==> src/rtl/mefc_pkg.sv <==
// shared types, codes and constants of the marker/escape frame codec
package mefc_pkg;

  // result kinds
  localparam logic [1:0] KIND_RX_BYTE = 2'd0;
  localparam logic [1:0] KIND_RX_END  = 2'd1;
  localparam logic [1:0] KIND_TX_BYTE = 2'd2;

  // input actions
  localparam logic ACT_RX = 1'b0;
  localparam logic ACT_TX = 1'b1;

  // register indexes on the configuration port
  localparam logic [1:0] REG_START_MARKER = 2'd0;
  localparam logic [1:0] REG_END_MARKER   = 2'd1;
  localparam logic [1:0] REG_ESCAPE_BYTE  = 2'd2;

  // register reset values
  localparam logic [7:0] START_MARKER_RST = 8'd254;
  localparam logic [7:0] END_MARKER_RST   = 8'd255;
  localparam logic [7:0] ESCAPE_BYTE_RST  = 8'd253;

  // decoded payload limit per frame
  localparam logic [6:0] MAX_FRAME = 7'd64;

  // beat slots of one descriptor, in output order
  localparam int SLOT_START = 0;
  localparam int SLOT_COUNT = 1;
  localparam int SLOT_DATA0 = 2;
  localparam int SLOT_DATA1 = 3;
  localparam int SLOT_END   = 4;
  localparam int NUM_SLOTS  = 5;

  typedef struct packed {
    logic       action;
    logic [7:0] value;
    logic       first;
    logic       last;
    logic [7:0] tx_count;
  } item_t;

  typedef struct packed {
    logic [1:0] kind;
    logic [7:0] data;
    logic [6:0] frame_length;
    logic [7:0] declared_count;
    logic       frame_error;
    logic       run_last;
  } result_t;

  // configuration registers as seen by the datapath
  typedef struct packed {
    logic [7:0] start_marker;
    logic [7:0] end_marker;
    logic [7:0] escape_byte;
  } cfg_t;

  // work descriptor passed from front to back
  typedef struct packed {
    logic [1:0]           kind;
    logic [NUM_SLOTS-1:0] slots;
    logic [7:0]           data0;
    logic [7:0]           data1;
    logic [7:0]           tx_count;
    logic [6:0]           frame_length;
    logic [7:0]           declared_count;
    logic                 frame_error;
  } desc_t;

  // front to queue write side
  typedef struct packed {
    logic  push;
    desc_t desc;
  } push_t;

  // queue to back read side
  typedef struct packed {
    logic  valid;
    desc_t desc;
  } head_t;

endpackage

==> src/rtl/mefc_front.sv <==
// front part: accepts items, tracks the receive deframer and builds descriptors
module mefc_front (
  input  logic            clk,
  input  logic            rst,
  input  mefc_pkg::cfg_t  cfg,
  input  logic            in_valid,
  output logic            in_ready,
  input  mefc_pkg::item_t in_item,
  input  logic            q_full,
  output mefc_pkg::push_t q_push
);
  import mefc_pkg::*;

  logic       in_frame, in_frame_next;
  logic       header_pending, header_pending_next;
  logic       escape_pending, escape_pending_next;
  logic [7:0] count_byte, count_byte_next;
  logic [6:0] decoded_length, decoded_length_next;
  logic       error_seen, error_seen_next;

  logic       accept;
  logic       split;
  logic [7:0] unescaped;

  assign in_ready  = !q_full;
  assign accept    = in_valid && in_ready;
  assign split     = in_item.value >= cfg.escape_byte;
  assign unescaped = cfg.escape_byte + in_item.value;

  // classify the item, next receive state and descriptor
  always_comb begin
    in_frame_next       = in_frame;
    header_pending_next = header_pending;
    escape_pending_next = escape_pending;
    count_byte_next     = count_byte;
    decoded_length_next = decoded_length;
    error_seen_next     = error_seen;
    q_push.push         = 1'b0;
    q_push.desc         = '0;

    if (in_item.action == ACT_TX) begin
      q_push.push                  = accept;
      q_push.desc.kind             = KIND_TX_BYTE;
      q_push.desc.slots[SLOT_START] = in_item.first;
      q_push.desc.slots[SLOT_COUNT] = in_item.first;
      q_push.desc.slots[SLOT_DATA0] = 1'b1;
      q_push.desc.slots[SLOT_DATA1] = split;
      q_push.desc.slots[SLOT_END]   = in_item.last;
      q_push.desc.data0            = split ? cfg.escape_byte : in_item.value;
      q_push.desc.data1            = in_item.value - cfg.escape_byte;
      q_push.desc.tx_count         = in_item.tx_count;
    end else if (in_item.value == cfg.start_marker) begin
      in_frame_next       = 1'b1;
      header_pending_next = 1'b1;
      escape_pending_next = 1'b0;
      count_byte_next     = '0;
      decoded_length_next = '0;
      error_seen_next     = 1'b0;
    end else if (in_item.value == cfg.end_marker) begin
      if (in_frame) begin
        q_push.push                  = accept;
        q_push.desc.kind             = KIND_RX_END;
        q_push.desc.slots[SLOT_DATA0] = 1'b1;
        q_push.desc.frame_length     = decoded_length;
        q_push.desc.declared_count   = count_byte;
        q_push.desc.frame_error      = error_seen || escape_pending;
        in_frame_next                = 1'b0;
        header_pending_next          = 1'b0;
        escape_pending_next          = 1'b0;
      end
    end else if (in_frame) begin
      if (header_pending) begin
        count_byte_next     = in_item.value;
        header_pending_next = 1'b0;
      end else if (!escape_pending && in_item.value == cfg.escape_byte) begin
        escape_pending_next = 1'b1;
      end else begin
        // payload byte, plain or after an escape
        escape_pending_next = 1'b0;
        if (decoded_length < MAX_FRAME) begin
          decoded_length_next          = decoded_length + 7'd1;
          q_push.push                  = accept;
          q_push.desc.kind             = KIND_RX_BYTE;
          q_push.desc.slots[SLOT_DATA0] = 1'b1;
          q_push.desc.data0            = escape_pending ? unescaped : in_item.value;
        end else begin
          error_seen_next = 1'b1;
        end
      end
    end
  end

  // receive state registers
  always_ff @(posedge clk) begin
    if (rst) begin
      in_frame       <= 1'b0;
      header_pending <= 1'b0;
      escape_pending <= 1'b0;
      count_byte     <= '0;
      decoded_length <= '0;
      error_seen     <= 1'b0;
    end else if (accept) begin
      in_frame       <= in_frame_next;
      header_pending <= header_pending_next;
      escape_pending <= escape_pending_next;
      count_byte     <= count_byte_next;
      decoded_length <= decoded_length_next;
      error_seen     <= error_seen_next;
    end
  end

endmodule

==> src/rtl/mefc_queue.sv <==
// short descriptor queue between front and back
module mefc_queue #(
  parameter int DEPTH = 2
) (
  input  logic            clk,
  input  logic            rst,
  input  mefc_pkg::push_t wr,
  output logic            full,
  input  logic            pop,
  output mefc_pkg::head_t head
);
  import mefc_pkg::*;

  localparam int PW = (DEPTH > 1) ? $clog2(DEPTH) : 1;
  localparam int CW = $clog2(DEPTH + 1);
  localparam logic [PW-1:0] LAST_PTR = PW'(DEPTH - 1);
  localparam logic [CW-1:0] DEPTH_C  = CW'(DEPTH);

  desc_t         entries [DEPTH];
  logic [PW-1:0] wr_ptr;
  logic [PW-1:0] rd_ptr;
  logic [CW-1:0] count;
  logic          do_push;
  logic          do_pop;

  assign full       = count == DEPTH_C;
  assign head.valid = count != '0;
  assign head.desc  = entries[rd_ptr];
  assign do_push    = wr.push && !full;
  assign do_pop     = pop && head.valid;

  // storage
  always_ff @(posedge clk) begin
    if (do_push) begin
      entries[wr_ptr] <= wr.desc;
    end
  end

  // pointers and fill count
  always_ff @(posedge clk) begin
    if (rst) begin
      wr_ptr <= '0;
      rd_ptr <= '0;
      count  <= '0;
    end else begin
      if (do_push) begin
        wr_ptr <= (wr_ptr == LAST_PTR) ? '0 : wr_ptr + PW'(1);
      end
      if (do_pop) begin
        rd_ptr <= (rd_ptr == LAST_PTR) ? '0 : rd_ptr + PW'(1);
      end
      if (do_push && !do_pop) begin
        count <= count + CW'(1);
      end else if (!do_push && do_pop) begin
        count <= count - CW'(1);
      end
    end
  end

endmodule

==> src/rtl/mefc_back.sv <==
// back part: expands descriptors into result beats
module mefc_back (
  input  logic              clk,
  input  logic              rst,
  input  mefc_pkg::cfg_t    cfg,
  input  mefc_pkg::head_t   head,
  output logic              pop,
  output logic              out_valid,
  input  logic              out_ready,
  output mefc_pkg::result_t out_item
);
  import mefc_pkg::*;

  desc_t                cur;
  logic                 cur_valid;
  logic [NUM_SLOTS-1:0] slots;
  logic [NUM_SLOTS-1:0] sel;
  logic [NUM_SLOTS-1:0] remaining;
  logic                 beat_done;
  logic                 last_beat;

  // lowest pending slot is the current beat
  assign sel       = slots & (~slots + NUM_SLOTS'(1));
  assign remaining = slots & ~sel;
  assign last_beat = remaining == '0;
  assign out_valid = cur_valid;
  assign beat_done = cur_valid && out_ready;
  assign pop       = !cur_valid || (beat_done && last_beat);

  // result beat from the current descriptor
  always_comb begin
    out_item                = '0;
    out_item.kind           = cur.kind;
    out_item.frame_length   = cur.frame_length;
    out_item.declared_count = cur.declared_count;
    out_item.frame_error    = cur.frame_error;
    out_item.run_last       = last_beat;
    if (sel[SLOT_START]) begin
      out_item.data = cfg.start_marker;
    end else if (sel[SLOT_COUNT]) begin
      out_item.data = cur.tx_count;
    end else if (sel[SLOT_DATA0]) begin
      out_item.data = cur.data0;
    end else if (sel[SLOT_DATA1]) begin
      out_item.data = cur.data1;
    end else begin
      out_item.data = cfg.end_marker;
    end
  end

  // descriptor payload
  always_ff @(posedge clk) begin
    if (pop && head.valid) begin
      cur <= head.desc;
    end
  end

  // beat sequencing
  always_ff @(posedge clk) begin
    if (rst) begin
      cur_valid <= 1'b0;
      slots     <= '0;
    end else if (pop) begin
      cur_valid <= head.valid;
      slots     <= head.desc.slots;
    end else if (beat_done) begin
      slots <= remaining;
    end
  end

endmodule

==> src/rtl/marker_escape_frame_codec.sv <==
// top level of the marker/escape frame codec with its configuration registers
//
// channel   direction  handshake                 beat
// in        input      in_valid / in_ready       item_t: action, value, first, last, tx_count
// out       output     out_valid / out_ready     result_t: kind, data, length, count, error
// cfg       input      psel/penable/pwrite       apb write/read of three 8-bit registers
//
// items are accepted back to back while the queue has room
// a receive item gives zero or one beat; a transmit item gives one to five, one per cycle while out_ready is high
// the back drains one beat per cycle while out_ready is high, so sustained rate is set by the beats per item
// reset (synchronous, high) clears the deframer, the queue and the registers to defaults
// a stalled output holds its beat; the queue absorbs FIFO_DEPTH descriptors meanwhile
module marker_escape_frame_codec #(
  parameter int FIFO_DEPTH = 2
) (
  input  logic              clk,
  input  logic              rst,
  input  logic              in_valid,
  output logic              in_ready,
  input  mefc_pkg::item_t   in_item,
  output logic              out_valid,
  input  logic              out_ready,
  output mefc_pkg::result_t out_item,
  input  logic              psel,
  input  logic              penable,
  input  logic              pwrite,
  input  logic [3:0]        paddr,
  input  logic [31:0]       pwdata,
  output logic [31:0]       prdata,
  output logic              pready
);
  import mefc_pkg::*;

  cfg_t       cfg;
  logic       cfg_write;
  logic [1:0] reg_index;
  push_t      q_push;
  head_t      q_head;
  logic       q_full;
  logic       q_pop;

  assign pready    = 1'b1;
  assign reg_index = paddr[3:2];
  assign cfg_write = psel && penable && pwrite;

  // configuration registers
  always_ff @(posedge clk) begin
    if (rst) begin
      cfg.start_marker <= START_MARKER_RST;
      cfg.end_marker   <= END_MARKER_RST;
      cfg.escape_byte  <= ESCAPE_BYTE_RST;
    end else if (cfg_write) begin
      unique case (reg_index)
        REG_START_MARKER: cfg.start_marker <= pwdata[7:0];
        REG_END_MARKER:   cfg.end_marker   <= pwdata[7:0];
        REG_ESCAPE_BYTE:  cfg.escape_byte  <= pwdata[7:0];
        default: ;
      endcase
    end
  end

  // register readback
  always_comb begin
    unique case (reg_index)
      REG_START_MARKER: prdata = {24'd0, cfg.start_marker};
      REG_END_MARKER:   prdata = {24'd0, cfg.end_marker};
      REG_ESCAPE_BYTE:  prdata = {24'd0, cfg.escape_byte};
      default:          prdata = '0;
    endcase
  end

  mefc_front u_front (
    .clk      (clk),
    .rst      (rst),
    .cfg      (cfg),
    .in_valid (in_valid),
    .in_ready (in_ready),
    .in_item  (in_item),
    .q_full   (q_full),
    .q_push   (q_push)
  );

  mefc_queue #(
    .DEPTH (FIFO_DEPTH)
  ) u_queue (
    .clk  (clk),
    .rst  (rst),
    .wr   (q_push),
    .full (q_full),
    .pop  (q_pop),
    .head (q_head)
  );

  mefc_back u_back (
    .clk       (clk),
    .rst       (rst),
    .cfg       (cfg),
    .head      (q_head),
    .pop       (q_pop),
    .out_valid (out_valid),
    .out_ready (out_ready),
    .out_item  (out_item)
  );

endmodule

==> config.mk <==
export PLATFORM = sky130hd
export DESIGN_NAME = marker_escape_frame_codec
export DESIGN_NICKNAME = d
export VERILOG_FILES = /design/src/rtl/mefc_pkg.sv /design/src/rtl/mefc_front.sv /design/src/rtl/mefc_queue.sv /design/src/rtl/mefc_back.sv /design/src/rtl/marker_escape_frame_codec.sv
export SDC_FILE = /design/constraint.sdc
export NUM_CORES = 1
export LEC_CHECK = 0
export ABC_AREA = 1
export BUFFER_PORTS_ARGS = -buffer_cell sky130_fd_sc_hd__buf_2
export CAP_MARGIN = 20
export CORE_ASPECT_RATIO = 0.9
export CORE_MARGIN = 2
export CORE_UTILIZATION = 45
export DETAILED_ROUTE_END_ITERATION = 8
export GPL_TIMING_DRIVEN = 0
export RECOVER_POWER = 100
export SYNTH_ARGS = -nofsm -noshare
export SYNTH_HDL_FRONTEND = slang
export SYNTH_SLANG_ARGS = --single-unit
==> constraint.sdc <==
create_clock -name clk -period 6.3 [get_ports clk]
set_clock_uncertainty 0.15 [all_clocks]
set_input_delay 1.26 -clock clk [delete_from_list [all_inputs] [get_ports clk]]
set_output_delay 1.26 -clock clk [all_outputs]
set_load 0.05 [all_outputs]
Word level (Yosys, flattened, before mapping)
Memory sizes are Yosys's and may differ from the RTL's. A register that Yosys moved wholly into a read port is not among the register bits.
Index checks and enable logic that the tools add are counted.
Widths: inputs -> output; s select.
Storage, ports and cells
  RAM bits: 94
  memories: 1
  register bits: 95
  output and inout bits: 62
  word-level logic and storage cells: 155
Memory list
  u_queue.entries: words 2, bits a word 47, read ports 1, clocked after memory_dff 1, write ports 1, line mefc_queue.sv:19  | desc_t entries [DEPTH];
Cells by class
  reductions and logical operators: 35
  multiplexer cells: 72
  $lt $le $gt $ge: 2
  eq/ne operators: 11
  add/subtract/negate cells: 8
  bitwise gates (word level): 5
Operators by type and width (count)
  $mux 8: 17
  $mux 16: 5
  $mux 7: 6
  $mux 1: 29
  $eq 8x8->1: 3
  $mux 3: 8
  $pmux 8 s3: 1
  $reduce_and 7->1: 2
  $reduce_bool 2->1: 7
  $and 5x5->5: 2
  $logic_and 1x1->1: 10
  $mux 5: 2
  $not 5->5: 2
  $add 8x8->8: 1
  $ge 8x8->1: 1
  $mux 2: 4
  $sub 8x8->8: 1
  $add 7x1->7 const B: 1
  $lt 7x7->1 const B: 1
  $ne 2x1->1 const B: 3
  $reduce_and 2->1: 3
  $reduce_and 3->1: 2
  $add 5x1->5 const B: 1
  $logic_not 1->1: 5
  13 further kinds: 16

Longest topological paths before layout
  depth after elaboration: 15
  depth in mapped cells: 17
  mapped depth without buffers: 16

By module
Synthesis repeated with hierarchy kept, for this count alone.
Unflattened totals
  cell total of the unflattened synthesis: 999
  area total of the unflattened synthesis: 9639.2 µm²
By module, submodules not included
  mefc_queue: area each 3758.6 µm², times used 1, cells each 183
  mefc_front: area each 2524.9 µm², times used 1, cells each 448
  mefc_back: area each 2099.5 µm², times used 1, cells each 188
  marker_escape_frame_codec: area each 1256.2 µm², times used 1, cells each 180

Least setup slack after synthesis
No wires, ideal clock.
  kind: input to register
  start point: input port in_item[12] (netlist bit)
  end point: memory u_queue.entries[0][0] (netlist bit), enable pin
  stages: 11
  path slack: 1.354 ns
  setup time: 0.450 ns
  arrival: 4.346 ns
  cell sequence: ha_1 > buf_6 > nand2_1 > nor2_1 > nand3_1 > nand3_1 > nand2_1 > nand3_1 > nand2_2 > nand2_1 > nor2_1
Between the ends
  cells in the longest elaborated chain, start to end: 11
  elaborated cells on any way between the ends: 13
  classes of those cells: eq/ne: 3; mux: 8; reduce/logical: 2
Ends and longest elaborated chain
  start: declaration: line marker_escape_frame_codec.sv:20  | input mefc_pkg::item_t in_item,
  $eq 8x8->1: line mefc_front.sv:75  | end else if (!escape_pending && in_item.value == cfg.escape_byte) begin
  $logic_and 1x1->1: line mefc_front.sv:75
  $mux 3: line mefc_front.sv:75
  $mux 3: line mefc_front.sv:72  | if (header_pending) begin
  $mux 3: line mefc_front.sv:71  | end else if (in_frame) begin
  $mux 3: line mefc_front.sv:59  | end else if (in_item.value == cfg.end_marker) begin
  $mux 3 (*): line mefc_front.sv:52  | end else if (in_item.value == cfg.start_marker) begin
  $mux 3 (*): line mefc_front.sv:41  | if (in_item.action == ACT_TX) begin
  $logic_and 1x1->1 (*): line mefc_queue.sv:29  | assign do_push = wr.push && !full;
  $mux 1 (*): line mefc_queue.sv:34  | if (do_push) begin
  $mux 1 (not written as such) (*): line mefc_queue.sv:35  | entries[wr_ptr] <= wr.desc;
  end: declaration: line mefc_queue.sv:19
Mark *: on every way between the ends. The rest lies on a longest branch, timed or not.

Final worst setup path
  start point: input port in_item[10] (netlist bit)
  end point: memory u_queue.entries[0][32] (netlist bit), enable pin
The elaborated chain is that of the path after synthesis.

==> impl_metrics.py <==
metrics = {
    "detailed_routing": {
        "via_per_inst": 4.968,
        "drc": 0,
        "routed-via-count": 6782,
        "postRouteAntennaNets": 0,
        "drt_iter0_drc": 534,
        "wl_um": 22680,
        "dr.pass1.iters": 7,
        "wl_per_cell_um": 16.61,
    },
    "clock_tree": {
        "cts_tree": "yes",
        "cts.repair_timing.setup_buffer_count": 0,
        "clk_latency_ns": 0.44,
        "cts_resized": 0,
        "h-tree-depth": 4,
        "root_buffer": "clkbuf_16",
        "clkSlewWorstSetupHoldPaths_ns": 0.06,
        "numCtsBuffers": 17,
        "clockBufferDepth": 2,
        "clock-sinks": 188,
        "cts_hold_buf": 0,
    },
    "die": {
        "top_level_ports": 124,
        "start_util": 0.4565,
        "die_h_um": 138.7,
        "die_w_um": 153.6,
        "dieArea_um2": 21300,
        "core_area_um2": 19860,
        "num_rows": 49,
    },
    "worst_setup_path": {
        "criticalPathCategory": "input port to flop",
        "cp.required_ns": 6.27,
        "cp_max_fo": 30,
        "r2r_cells": 13,
        "cp-start-kind": "input port",
        "crit_arrival_ns": 4.68,
        "end_kind": "flop",
    },
    "layout": {
        "nets": 1178,
        "instances_no_fill": 1365,
        "diodes": 0,
        "final_util": 0.5203,
        "syn2layout_area_growth_pct": 13.99,
        "drive_above_1_share": 0.1225,
    },
    "sta": {
        "rsz0062_at_grt": "no",
        "slew_viol_final": 42,
        "whs_ns": 0.3024,
        "maxSlewHeadroom": -0.09565,
        "finalSetupViolations": 0,
        "hold_viol_final": 0,
        "tightest_slew_ns": 1.637,
        "fin_crit_ns": 4.711,
        "finalCritPeriodShare": 0.7477,
        "max_freq_mhz": 212.3,
        "setup_ws_ns": 1.590,
    },
    "synthesis": {
        "yosysTopAreaCellShare": 0.4438,
        "synth_most_common_cell": "nand2_1",
        "yosysWarningCount": 0,
        "synth.yosys.seq_area_share": 0.5630,
        "yosys_most_used_dff": "edfxtp_1",
        "yosys-top-cells-area": "edfxtp_1 44%, nand2_1 12%, dfxtp_1 12%, buf_4 3.8%, inv_1 3.7%",
        "syn_inst": 980,
        "ys_top_cells_by_count": "297 x nand2_1, 134 x edfxtp_1, 90 x inv_1",
        "synth_top_area_cell": "edfxtp_1",
        "synth_seq_cells": 188,
        "avgSynthCellArea_um2": 9.252,
        "synth_edf_count": 134,
        "synth_cell_types": 43,
        "syn-cell-area_um2": 9067,
        "async_flop_share": 0,
    },
    "outcome": {
        "failed_checks": "capacitance limit, slew limit",
        "status": "complete, but fails checks",
    },
    "placed_design": {
        "port_buffers": 72,
        "dpl.cell_count": 1333,
        "hpwlAfterDp_um": 16820,
        "dp_slack_ns": 2.161,
        "place.gp.congestion": 0.9460,
    },
    "global_routing": {
        "grt_pass1_wl_um": 34490,
        "grt_remaining_overflow": 0,
        "grt_antenna_before_repair": 0,
        "grt_use_total": 0.2144,
        "first_global_vias": 6033,
        "grt_max_degree": 31,
    },
    "power_and_ir_drop": {
        "p_total_uw": 4236,
        "peakVddDrop_mv": 0.2074,
        "p_leak_uw": 0.004425,
        "power.density_nw_per_um2": 409.8,
    },
    "worst_hold_path": {
        "whs_path_depth": 2,
        "min_path_type": "flop to flop",
    },
    "flow_run": {
        "max_cap_viol_count": 2,
    },
}
-- cells by family after synthesis --
family | Yosys count | share of synthesized area
other | 2 | 0.0008282
flip-flops | 188 | 0.5630
adder cells (fa/ha/maj) | 19 | 0.02787
multiplexers | 2 | 0.002484
XOR/XNOR | 12 | 0.01159
buffers and inverters | 176 | 0.09783
AND/OR/NAND/NOR | 433 | 0.1994
AO/OA/AOI/OAI | 148 | 0.09701
-- through the flow --
stage / TNS, ns / area (µm²)
global route: 0 / 10340
CTS: 0 / 10510
finish: 0 / 10340
global placement: -15.40 / 9833
floorplan: 0 / 9154
detailed placement: 0 / 9901
-- final cells by class --
class	instances	area (µm²)
fillers	1918	9528
plain buffers	75	478.0
multi-input cells	639	3095
flip-flops and latches	188	5105
inverters	101	380.4
clock buffers	22	506.7
repair buffers	75	352.8
well taps	255	319.1
clock inverters	10	98.84
-- routing by layer --
metal / vias up / GRT usage / share of wire
li1: 3425 / - / -
met1: 3121 / 0.3284 / 0.49
met2: 215 / 0.3029 / 0.42
met3: 21 / 0.05469 / 0.079
met4: 0 / 0.05456 / 0.013
met5: - / 0 / 0
-- flip-flops by register name (all words and copies together) (netlist names), named ones only --
| name | count |
|---|---|
| u_queue.wr_ptr | 1 |
| u_back.out_valid | 1 |
| u_back.slots | 5 |
| u_front.error_seen | 1 |
| u_queue.count | 2 |
| u_queue.entries | 92 |
| cfg | 24 |
| u_front.in_frame | 1 |
| u_front.decoded_length | 7 |
| u_back.cur | 24 |
| u_front.header_pending | 1 |
| u_front.escape_pending | 1 |
| u_queue.rd_ptr | 1 |
| u_back.out_item | 18 |
| u_front.count_byte | 8 |
-- worst max-delay path, cell delays in order --
cell,delay [ns]
clkbuf_1,0.28
inv_1,0.18
ha_1,0.39
nand2_1,0.08
nor2_1,0.06
nand3_1,0.19
nand3_1,0.20
nand2_1,0.12
nand3_1,0.07
nand2_1,0.18
nand2_1,0.10
nor2_1,1.22
buf_12,0.31
-- final timing paths --
kind	from	end	slack, ns
worst min-delay path	u_front.count_byte[3]	u_front.count_byte[3]	0.30
worst max-delay path	in_item[10]	u_queue.entries[0][32]	1.59
worst min register to register	u_front.count_byte[3]	u_front.count_byte[3]	0.30
worst max register to register	u_back.slots[0]	u_back.cur[38]	1.83
-- layout by cell type, fill, tap and decap left out, drive strengths merged --
cell	synthesis	routed
xor2	3	3
a21boi	1	1
dfxtp	54	54
a211oi	4	4
fa	2	2
nor2	73	73
nand3	35	35
o22ai	2	2
o221ai	10	10
o2111ai	2	2
buf	59	82
ha	17	17
clkinvlp	0	1
conb	2	25
a31oi	1	1
inv	100	105
nor3	8	8
nand4	6	6
clkinv	1	4
mux2	2	2
o211ai	23	23
o21ai	48	48
clkbuf	16	90
a21oi	55	55
nand2	311	311
edfxtp	134	134
o21bai	2	2
bufinv	0	1
xnor2	9	9
-- power breakdown --
group / switching (µW) / internal, µW / total (µW)
clock network: 477 / 620 / 1100
logic: 1070 / 334 / 1410
registers: 108 / 1620 / 1730
total: 1660 / 2580 / 4240
Power figures use the tool's default switching activity.
